[src/rtl/assert_macros.svh]
// Assertion macros shared by the record slot table RTL.
`ifndef ASSERT_MACROS_SVH
`define ASSERT_MACROS_SVH

// Property holds on every clock edge outside reset.
`define ASSERT_ALWAYS(lbl, prop, msg) \
  lbl: assert property (@(posedge clk) disable iff (!rst_n) (prop)) else $error(msg);

// Consequent holds in the same cycle as the antecedent.
`define ASSERT_IMPL(lbl, ante, cons, msg) \
  lbl: assert property (@(posedge clk) disable iff (!rst_n) (ante) |-> (cons)) else $error(msg);

// Consequent holds in the cycle after the antecedent.
`define ASSERT_NEXT(lbl, ante, cons, msg) \
  lbl: assert property (@(posedge clk) disable iff (!rst_n) (ante) |=> (cons)) else $error(msg);

`endif

[src/rtl/rst_pkg.sv]
// Types and constants of the record slot table.
`timescale 1ns / 1ps
`default_nettype none

package rst_pkg;

  localparam int DEF_SLOTS = 8;
  localparam int MAX_LIST  = 8;
  localparam int ID_W      = 31;
  localparam logic [ID_W-1:0] ID_MAX = {ID_W{1'b1}};

  typedef enum logic [1:0] {
    KIND_INSERT = 2'd0,
    KIND_LOOKUP = 2'd1,
    KIND_REMOVE = 2'd2,
    KIND_LIST   = 2'd3
  } kind_t;

  typedef enum logic [1:0] {
    ST_OK        = 2'd0,
    ST_NOT_FOUND = 2'd1,
    ST_FULL      = 2'd2,
    ST_EMPTY     = 2'd3
  } status_t;

  typedef enum logic [2:0] {
    S_IDLE,
    S_INSERT,
    S_MISS,
    S_SCAN,
    S_HIT,
    S_LIST
  } state_t;

  // One stored record as it sits in the slot memory.
  typedef struct packed {
    logic [31:0]     salary;
    logic [63:0]     name2;
    logic [63:0]     name1;
    logic [63:0]     name0;
    logic [ID_W-1:0] id;
  } rec_t;

endpackage

`default_nettype wire

[src/rtl/rst_mem.sv]
// Slot record memory: one write port, one registered read port.
`timescale 1ns / 1ps
`default_nettype none

module rst_mem #(
  parameter int SLOTS = rst_pkg::DEF_SLOTS
) (
  input  wire logic                       clk,
  input  wire logic                       wr_en,
  input  wire logic [$clog2(SLOTS)-1:0]   wr_addr,
  input  wire rst_pkg::rec_t              wr_data,
  input  wire logic                       rd_en,
  input  wire logic [$clog2(SLOTS)-1:0]   rd_addr,
  output rst_pkg::rec_t                   rd_data
);
  import rst_pkg::*;

  rec_t mem [SLOTS];
  rec_t rd_data_r;

  always_ff @(posedge clk) begin
    if (wr_en) begin
      mem[wr_addr] <= wr_data;
    end
  end

  // Hold the read data while no read is issued.
  always_ff @(posedge clk) begin
    if (rd_en) begin
      rd_data_r <= mem[rd_addr];
    end
  end

  assign rd_data = rd_data_r;

endmodule

`default_nettype wire

[src/rtl/rst_ctrl.sv]
// Operation sequencer: slot valid bits, identifier counter, memory scan and result register.
`timescale 1ns / 1ps
`default_nettype none

module rst_ctrl #(
  parameter int SLOTS = rst_pkg::DEF_SLOTS
) (
  input  wire logic                       clk,
  input  wire logic                       rst_n,
  input  wire logic                       in_valid,
  output logic                            in_ready,
  input  wire rst_pkg::kind_t             in_kind,
  input  wire logic [rst_pkg::ID_W-1:0]   in_key,
  input  wire rst_pkg::rec_t              in_rec,
  output logic                            out_valid,
  input  wire logic                       out_ready,
  output rst_pkg::status_t                out_status,
  output logic [2:0]                      out_slot,
  output rst_pkg::rec_t                   out_rec,
  output logic                            out_last,
  output logic                            mem_wr_en,
  output logic [$clog2(SLOTS)-1:0]        mem_wr_addr,
  output rst_pkg::rec_t                   mem_wr_data,
  output logic                            mem_rd_en,
  output logic [$clog2(SLOTS)-1:0]        mem_rd_addr,
  input  wire rst_pkg::rec_t              mem_rd_data
);
  import rst_pkg::*;

  localparam int IW = $clog2(SLOTS);

  state_t            state_r, state_nxt;
  kind_t             kind_r, kind_nxt;
  logic [ID_W-1:0]   key_r, key_nxt;
  rec_t              wrec_r, wrec_nxt;
  status_t           miss_st_r, miss_st_nxt;
  logic [SLOTS-1:0]  valid_r, valid_nxt;
  logic [ID_W-1:0]   next_id_r, next_id_nxt;
  logic [IW-1:0]     rd_idx_r, rd_idx_nxt;
  logic              rd_more_r, rd_more_nxt;
  logic              chk_vld_r, chk_vld_nxt;
  logic [IW-1:0]     chk_idx_r, chk_idx_nxt;
  logic [2:0]        lcnt_r, lcnt_nxt;

  logic              out_valid_r, out_valid_nxt;
  status_t           out_st_r, out_st_nxt;
  logic [2:0]        out_slot_r, out_slot_nxt;
  rec_t              out_rec_r, out_rec_nxt;
  logic              out_last_r, out_last_nxt;

  logic              out_free;
  logic              free_any;
  logic [IW-1:0]     free_idx;
  logic [SLOTS-1:0]  above;
  logic              chk_last;
  logic              hit;
  logic              list_need;
  logic              list_last;
  rec_t              ins_rec;

  assign out_free = !out_valid_r || out_ready;
  assign free_any = !(&valid_r);
  assign chk_last = (chk_idx_r == IW'(SLOTS - 1));
  assign hit      = chk_vld_r && valid_r[chk_idx_r] && (mem_rd_data.id == key_r);
  assign list_need = chk_vld_r && valid_r[chk_idx_r];
  assign list_last = (lcnt_r == 3'(MAX_LIST - 1)) || !(|above);

  always_comb begin
    free_idx = '0;
    for (int i = SLOTS - 1; i >= 0; i--) begin
      if (!valid_r[i]) begin
        free_idx = IW'(i);
      end
    end
  end

  always_comb begin
    for (int i = 0; i < SLOTS; i++) begin
      above[i] = valid_r[i] && (IW'(i) > chk_idx_r);
    end
  end

  always_comb begin
    ins_rec    = wrec_r;
    ins_rec.id = next_id_r;
  end

  always_ff @(posedge clk) begin
    if (!rst_n) begin
      state_r     <= S_IDLE;
      valid_r     <= '0;
      next_id_r   <= ID_W'(1);
      out_valid_r <= 1'b0;
      chk_vld_r   <= 1'b0;
      rd_more_r   <= 1'b0;
    end else begin
      state_r     <= state_nxt;
      valid_r     <= valid_nxt;
      next_id_r   <= next_id_nxt;
      out_valid_r <= out_valid_nxt;
      chk_vld_r   <= chk_vld_nxt;
      rd_more_r   <= rd_more_nxt;
    end
  end

  always_ff @(posedge clk) begin
    kind_r     <= kind_nxt;
    key_r      <= key_nxt;
    wrec_r     <= wrec_nxt;
    miss_st_r  <= miss_st_nxt;
    rd_idx_r   <= rd_idx_nxt;
    chk_idx_r  <= chk_idx_nxt;
    lcnt_r     <= lcnt_nxt;
    out_st_r   <= out_st_nxt;
    out_slot_r <= out_slot_nxt;
    out_rec_r  <= out_rec_nxt;
    out_last_r <= out_last_nxt;
  end

  always_comb begin
    logic       emit;
    status_t    e_st;
    logic [2:0] e_slot;
    rec_t       e_rec;
    logic       e_last;
    logic       issue;
    logic       hold;

    state_nxt   = state_r;
    kind_nxt    = kind_r;
    key_nxt     = key_r;
    wrec_nxt    = wrec_r;
    miss_st_nxt = miss_st_r;
    valid_nxt   = valid_r;
    next_id_nxt = next_id_r;
    rd_idx_nxt  = rd_idx_r;
    rd_more_nxt = rd_more_r;
    chk_vld_nxt = chk_vld_r;
    chk_idx_nxt = chk_idx_r;
    lcnt_nxt    = lcnt_r;

    in_ready    = (state_r == S_IDLE);
    mem_wr_en   = 1'b0;
    mem_wr_addr = free_idx;
    mem_wr_data = ins_rec;
    mem_rd_en   = 1'b0;
    mem_rd_addr = rd_idx_r;

    emit   = 1'b0;
    e_st   = ST_OK;
    e_slot = 3'(chk_idx_r);
    e_rec  = mem_rd_data;
    e_last = 1'b1;
    issue  = 1'b0;
    hold   = 1'b0;

    case (state_r)
      S_IDLE: begin
        if (in_valid) begin
          kind_nxt    = in_kind;
          key_nxt     = in_key;
          wrec_nxt    = in_rec;
          rd_idx_nxt  = '0;
          rd_more_nxt = 1'b1;
          chk_vld_nxt = 1'b0;
          lcnt_nxt    = '0;
          case (in_kind)
            KIND_INSERT: begin
              if (free_any) begin
                state_nxt = S_INSERT;
              end else begin
                miss_st_nxt = ST_FULL;
                state_nxt   = S_MISS;
              end
            end
            KIND_LOOKUP, KIND_REMOVE: begin
              // Identifier zero is never assigned to a record and never matches.
              if (in_key == '0) begin
                miss_st_nxt = ST_NOT_FOUND;
                state_nxt   = S_MISS;
              end else begin
                state_nxt = S_SCAN;
              end
            end
            KIND_LIST: begin
              if (valid_r == '0) begin
                miss_st_nxt = ST_EMPTY;
                state_nxt   = S_MISS;
              end else begin
                state_nxt = S_LIST;
              end
            end
            default: begin
              state_nxt = S_IDLE;
            end
          endcase
        end
      end
      S_INSERT: begin
        if (out_free) begin
          mem_wr_en           = 1'b1;
          valid_nxt[free_idx] = 1'b1;
          emit                = 1'b1;
          e_slot              = 3'(free_idx);
          e_rec               = ins_rec;
          // Wrap the identifier back to one, skipping zero.
          next_id_nxt = (next_id_r == ID_MAX) ? ID_W'(1) : next_id_r + ID_W'(1);
          state_nxt   = S_IDLE;
        end
      end
      S_MISS: begin
        if (out_free) begin
          emit      = 1'b1;
          e_st      = miss_st_r;
          e_slot    = '0;
          e_rec     = '0;
          state_nxt = S_IDLE;
        end
      end
      S_SCAN: begin
        if (hit) begin
          state_nxt = S_HIT;
        end else begin
          issue = rd_more_r;
          if (chk_vld_r && chk_last) begin
            miss_st_nxt = ST_NOT_FOUND;
            state_nxt   = S_MISS;
          end
        end
      end
      S_HIT: begin
        if (out_free) begin
          emit = 1'b1;
          if (kind_r == KIND_REMOVE) begin
            valid_nxt[chk_idx_r] = 1'b0;
          end
          state_nxt = S_IDLE;
        end
      end
      S_LIST: begin
        // Stall the scan while a listed slot waits for the result register.
        hold = list_need && !out_free;
        if (!hold) begin
          if (list_need) begin
            emit     = 1'b1;
            e_last   = list_last;
            lcnt_nxt = lcnt_r + 3'd1;
          end
          if ((list_need && list_last) || (chk_vld_r && chk_last)) begin
            state_nxt = S_IDLE;
          end else begin
            issue = rd_more_r;
          end
        end
      end
      default: begin
        state_nxt = S_IDLE;
      end
    endcase

    if (state_r == S_SCAN || state_r == S_LIST) begin
      // Keep the pending slot check while the scan is held.
      if (state_nxt == state_r && !hold) begin
        chk_vld_nxt = issue;
      end
      if (issue) begin
        mem_rd_en   = 1'b1;
        chk_idx_nxt = rd_idx_r;
        if (rd_idx_r == IW'(SLOTS - 1)) begin
          rd_more_nxt = 1'b0;
        end else begin
          rd_idx_nxt = rd_idx_r + IW'(1);
        end
      end
    end

    out_valid_nxt = out_valid_r;
    out_st_nxt    = out_st_r;
    out_slot_nxt  = out_slot_r;
    out_rec_nxt   = out_rec_r;
    out_last_nxt  = out_last_r;
    if (emit) begin
      out_valid_nxt = 1'b1;
      out_st_nxt    = e_st;
      out_slot_nxt  = e_slot;
      out_rec_nxt   = e_rec;
      out_last_nxt  = e_last;
    end else if (out_ready) begin
      out_valid_nxt = 1'b0;
    end
  end

  assign out_valid  = out_valid_r;
  assign out_status = out_st_r;
  assign out_slot   = out_slot_r;
  assign out_rec    = out_rec_r;
  assign out_last   = out_last_r;

  `include "assert_macros.svh"

  `ASSERT_ALWAYS(a_id_nonzero, next_id_r != '0, "next identifier reached zero")
  `ASSERT_IMPL(a_wr_free, mem_wr_en, !valid_r[mem_wr_addr], "insert overwrites a valid slot")
  `ASSERT_IMPL(a_hit_valid, state_r == S_HIT, valid_r[chk_idx_r], "hit on a free slot")
  `ASSERT_NEXT(a_remove_clears, state_r == S_HIT && out_free && kind_r == KIND_REMOVE, !valid_r[$past(chk_idx_r)], "removed slot still valid")

endmodule

`default_nettype wire

[src/rtl/record_slot_table_unit.sv]
// Top level of the record slot table: stream ports, slot memory and sequencer.
// Record slot table with SLOTS entries. Each input transfer (kind in in_tuser) is
// an insert, lookup, remove or list. An insert writes a free slot and loads its
// result into the result register. Lookup and remove scan the slot memory one
// entry per cycle through its single read port; list scans the same way while the
// output is not stalled and emits up to eight results, one per valid slot. A new
// item is accepted only once the previous one has produced all its results; the
// result register lets the next item be taken while the last result still waits.
// Status travels in out_tuser, the final result of an item carries out_tlast. No
// clearing pass is needed after reset.
`timescale 1ns / 1ps
`default_nettype none

module record_slot_table_unit #(
  parameter int SLOTS = rst_pkg::DEF_SLOTS
) (
  input  wire logic         clk,
  input  wire logic         rst_n,
  input  wire logic         in_tvalid,
  output logic              in_tready,
  // kind
  input  wire logic [1:0]   in_tuser,
  // key_id, name_word0, name_word1, name_word2, salary_bits, zero pad
  input  wire logic [255:0] in_tdata,
  output logic              out_tvalid,
  input  wire logic         out_tready,
  // status
  output logic [1:0]        out_tuser,
  // slot_index, record_id, out_name0, out_name1, out_name2, out_salary, zero pad
  output logic [263:0]      out_tdata,
  output logic              out_tlast
);
  import rst_pkg::*;

  localparam int IW = $clog2(SLOTS);

  rec_t            in_rec;
  rec_t            out_rec;
  status_t         out_status;
  logic [2:0]      out_slot;
  logic            mem_wr_en;
  logic [IW-1:0]   mem_wr_addr;
  rec_t            mem_wr_data;
  logic            mem_rd_en;
  logic [IW-1:0]   mem_rd_addr;
  rec_t            mem_rd_data;

  always_comb begin
    in_rec.id     = in_tdata[30:0];
    in_rec.name0  = in_tdata[94:31];
    in_rec.name1  = in_tdata[158:95];
    in_rec.name2  = in_tdata[222:159];
    in_rec.salary = in_tdata[254:223];
  end

  rst_ctrl #(
    .SLOTS(SLOTS)
  ) u_ctrl (
    .clk        (clk),
    .rst_n      (rst_n),
    .in_valid   (in_tvalid),
    .in_ready   (in_tready),
    .in_kind    (kind_t'(in_tuser)),
    .in_key     (in_tdata[30:0]),
    .in_rec     (in_rec),
    .out_valid  (out_tvalid),
    .out_ready  (out_tready),
    .out_status (out_status),
    .out_slot   (out_slot),
    .out_rec    (out_rec),
    .out_last   (out_tlast),
    .mem_wr_en  (mem_wr_en),
    .mem_wr_addr(mem_wr_addr),
    .mem_wr_data(mem_wr_data),
    .mem_rd_en  (mem_rd_en),
    .mem_rd_addr(mem_rd_addr),
    .mem_rd_data(mem_rd_data)
  );

  rst_mem #(
    .SLOTS(SLOTS)
  ) u_mem (
    .clk    (clk),
    .wr_en  (mem_wr_en),
    .wr_addr(mem_wr_addr),
    .wr_data(mem_wr_data),
    .rd_en  (mem_rd_en),
    .rd_addr(mem_rd_addr),
    .rd_data(mem_rd_data)
  );

  assign out_tuser = out_status;
  assign out_tdata = {6'd0, out_rec.salary, out_rec.name2, out_rec.name1,
                      out_rec.name0, out_rec.id, out_slot};

endmodule

`default_nettype wire
[config.mk]
export PLATFORM = sky130hd
export DESIGN_NAME = record_slot_table_unit
export DESIGN_NICKNAME = d
export VERILOG_FILES = /design/src/rtl/rst_pkg.sv /design/src/rtl/rst_mem.sv /design/src/rtl/rst_ctrl.sv /design/src/rtl/record_slot_table_unit.sv
export VERILOG_INCLUDE_DIRS = /design/src /design/src/rtl
export SDC_FILE = /design/constraint.sdc
export NUM_CORES = 2
export LEC_CHECK = 0
export BUFFER_PORTS_ARGS = -buffer_cell sky130_fd_sc_hd__buf_2
export CAP_MARGIN = 20
export CORE_MARGIN = 2
export CORE_UTILIZATION = 40
export DETAILED_ROUTE_END_ITERATION = 16
export GPL_TIMING_DRIVEN = 0
export PLACE_DENSITY_LB_ADDON = 0.25
export SYNTH_ARGS = -nofsm -noshare
export SYNTH_HDL_FRONTEND = slang
export SYNTH_SLANG_ARGS = --single-unit
[constraint.sdc]
create_clock -name clk -period 31.3 [get_ports clk]
set_input_delay 9.39 -clock clk [delete_from_list [all_inputs] [get_ports clk]]
set_output_delay 9.39 -clock clk [all_outputs]
set_load 0.005 [all_outputs]
==> impl_metrics.csv <==
group,metric,value,unit
synthesis,yosys.area.top_type,"edfxtp_1",
pwr,power_density,67.2,mW/mm²
route,wl_per_cell,30.8,µm
route,vias_per_cell,5.49,
synthesis,syn_area,0.105,mm²
critical_path,cpMostUsedCell,"buf_16",
layout,drive_above_1_share,35.6,%
timing,clock.fmax,78.5,MHz
clocking,clk_pin_slew,60,ps
pwr,internal-power,6.64,mW
placement,post-place-ws,17710,ps
die,start_util,40.2,%
layout,fillers,21200,
route,drc,0,
synthesis,synthArstFlopShare,0,%
route,via_count,50800,
timing,fin_ws,18560,ps
clocking,cts_tree,"yes",
clocking,clock_sinks,2869,
timing,finalHoldViolations,0,
synthesis,synthCells,4459,
clocking,cts-resized-gates,0,
pwr,p_seq_share,52.4,%
run,max-cap-violations,0,
timing,finalSetupTns,0,ps
pwr,combinationalPowerShare,4.4,%
timing,slew_viol_final,0,
clocking,cts_buffers,311,
layout,ff_latch_area,0.0857,mm²
timing,rsz0062_at_grt,"false",
global_routing,overflow,0,
synthesis,postSynthAreaPerCell,23.6,µm²
global_routing,grt_pass1_wl,393000,µm
pwr,swShare,21.7,%
timing,setup_violations,0,
layout,multi_input_area,0.0188,mm²
clocking,h-tree-depth,5,
die,dieArea,0.268,mm²
pwr,p_leak,41.0,nW
synthesis,yosysSeqAreaShare,81.3,%
synthesis,synth_ff_type,"edfxtp_1",
die,die_x,517,µm
critical_path,start_kind,"primary input",
clocking,clk_latency,880,ps
layout,finalNetCount,5734,
layout,postLayoutCellArea,0.126,mm²
pwr,p_total,8.47,mW
critical_path,worstPathRequired,31840,ps
die,std_cell_rows,188,
critical_path,crit_path_cell_trace,"buf_2 -> nor2b_1 -> nor2_2 -> buf_4 -> buf_2 -> buf_2 -> nand3_1 -> a31oi_4 -> buf_16 -> buf_16 -> buf_12 -> buf_12 -> buf_16 -> buf_16 -> buf_16",
pwr,net-switching-power,1.83,mW
synthesis,yosysTopAreaCellShare,80.3,%
layout,fin_util,48.1,%
global_routing,track_usage,20.9,%
placement,hpwlAfterDp,182000,µm
critical_path,arrival,13280,ps
clocking,clockBufferDepth,4,
critical_path,cp_slowest_cell,"a31oi_4",
critical_path,crit_path_end_kind,"register",
die,die_h,517,µm
global_routing,grt_pass1_vias,50900,
clocking,postCtsSetupBuffers,0,
pwr,ir_worst_vdd,0.0000469,V
clocking,ctsHoldBuffers,0,
synthesis,synth-edff-count,2821,
synthesis,synthTopCellsByArea,"edfxtp_1 80%, mux4_2 11%, mux2_2 2.7%",
route,drt_first_pass_iters,6,
die,core_area,0.262,mm²
worst_hold_path,hp-class,"register to register",
placement,place_congestion,0.767,
synthesis,synth.most_common_cell,"edfxtp_1",
timing,skew,76.6,ps
timing,slew_headroom,28.0,%
synthesis,synth_common_cells,"2,821 x edfxtp_1, 511 x mux4_2, 255 x mux2_2",
route,final_antenna_net_count,0,
pwr,p_clk_share,43.2,%
synthesis,yosysWarnings,0,
run_status,status,"complete, no violations",
route,drt_iter0_drc,5182,
synthesis,yosys_register_bits,2869,
clocking,root_buffer,"clkbuf_16",
critical_path,cp_slowest_stage_delay,610,ps
placement,io_buffers,523,
synthesis,ys_types,60,
critical_path,crit_path_max_fanout,17,
layout,syn2layout_area_growth,19.6,%
timing,min_period,12740,ps
timing,tightest_slew,1080,ps
global_routing,grt_max_degree,83,
timing,period_share,40.7,%
placement,placed_area,0.116,mm²
global_routing,antenna_found_initial,43,
route,routed_wl,284000,µm
critical_path,critPathKind,"primary input to register",
die,io_pins,531,
cells by family (layout without fill, tap and decap cells):
family / Yosys count / count (layout) / synth area share [%]
DFF: 2869 / 2869 / 81.3
other: 1 / 23 / 0.00356
muxes: 774 / 774 / 13.7
adders and majority gates: 8 / 8 / 0.0949
and+or+nand+nor: 195 / 195 / 0.956
AOI/OAI and AO/OA: 313 / 313 / 2.48
buffers and inverters: 238 / 1485 / 0.988
xor gates and xnor gates: 61 / 61 / 0.507
cell type report:
type                       instances  share of cell area [%]
sequential                      2869                    68.0
multi-input combinational       1357                    14.9
clock buffer                     386                    6.53
timing repair buffer             687                    4.69
tap                             3515                    3.49
clock inverter                   174                    1.52
buffer                           223                   0.801
inverter                          15                  0.0566
antenna                           17                  0.0337
worst max-delay path, delay by kind of cell:
family,cells,cell delay (ps)
buf+inv,11,2420
simple gates,3,750
compound gates,1,610
power by group through the flow:
stage / clock network, mW / registers (mW) / logic [mW]
2_1_floorplan: 0 / 4.52 / 0.147
3_3_place_gp: 0 / 4.60 / 0.343
3_5_place_dp: 0 / 4.52 / 0.379
4_1_cts: 3.73 / 4.44 / 0.381
5_1_grt: 3.87 / 4.45 / 0.394
6_report: 3.66 / 4.44 / 0.371
cell usage in the layout, fill, tap and decap left out, types with 50 or more instances in the layout:
master     count
edfxtp_1    2821
buf_16        52
clkbuf_16    317
mux4_2       511
nor2_1        52
buf_12        64
clkbuf_1     167
mux2_2       255
clkinv_1      50
a22o_1       254
buf_2        603
clkinv_2      53
state kept, by name (all words and copies together), names as in the netlist:
register / flops
u_mem.mem: 2040
u_ctrl.out_rec: 255
u_mem.rd_data: 255
u_ctrl.mem_wr_data: 224
u_ctrl.key_r: 31
u_ctrl.next_id_r: 31
u_ctrl.valid_r: 8
u_ctrl.chk_idx_r: 3
u_ctrl.lcnt_r: 3
u_ctrl.mem_rd_addr: 3
u_ctrl.out_slot: 3
u_ctrl.state_r: 3
u_ctrl.kind_r: 2
u_ctrl.miss_st_r: 2
u_ctrl.out_status: 2
u_ctrl.chk_vld_r: 1
u_ctrl.out_last: 1
u_ctrl.out_valid: 1
u_ctrl.rd_more_r: 1
metrics by stage:
stage	cells	hold slack (ps)
2_1_floorplan	4464	432
3_3_place_gp	8502	471
3_5_place_dp	8664	481
4_1_cts	9224	498
5_1_grt	9231	514
6_report	9243	489
metal layers:
layer / global-route usage [%] / wire (µm)
met1: 30.5 / 123000
met2: 32.5 / 133000
met3: 3.44 / 19800
met4: 6.12 / 8290
met5: 0 / 80
final timing paths:
kind	from	cells after the start	slack [ps]	end
max	out_tready	15	18560	u_mem.mem[1][163]$_DFFE_PP_
min	u_mem.rd_data[143]$_DFFE_PP_	1	490	u_ctrl.out_rec[143]$_DFFE_PP_
max reg2reg	u_ctrl.state_r[2]$_SDFF_PN0_	15	26550	u_mem.mem[1][163]$_DFFE_PP_
min reg2reg	u_mem.rd_data[143]$_DFFE_PP_	1	490	u_ctrl.out_rec[143]$_DFFE_PP_
No activity file was read; power rests on OpenSTA's default activity.
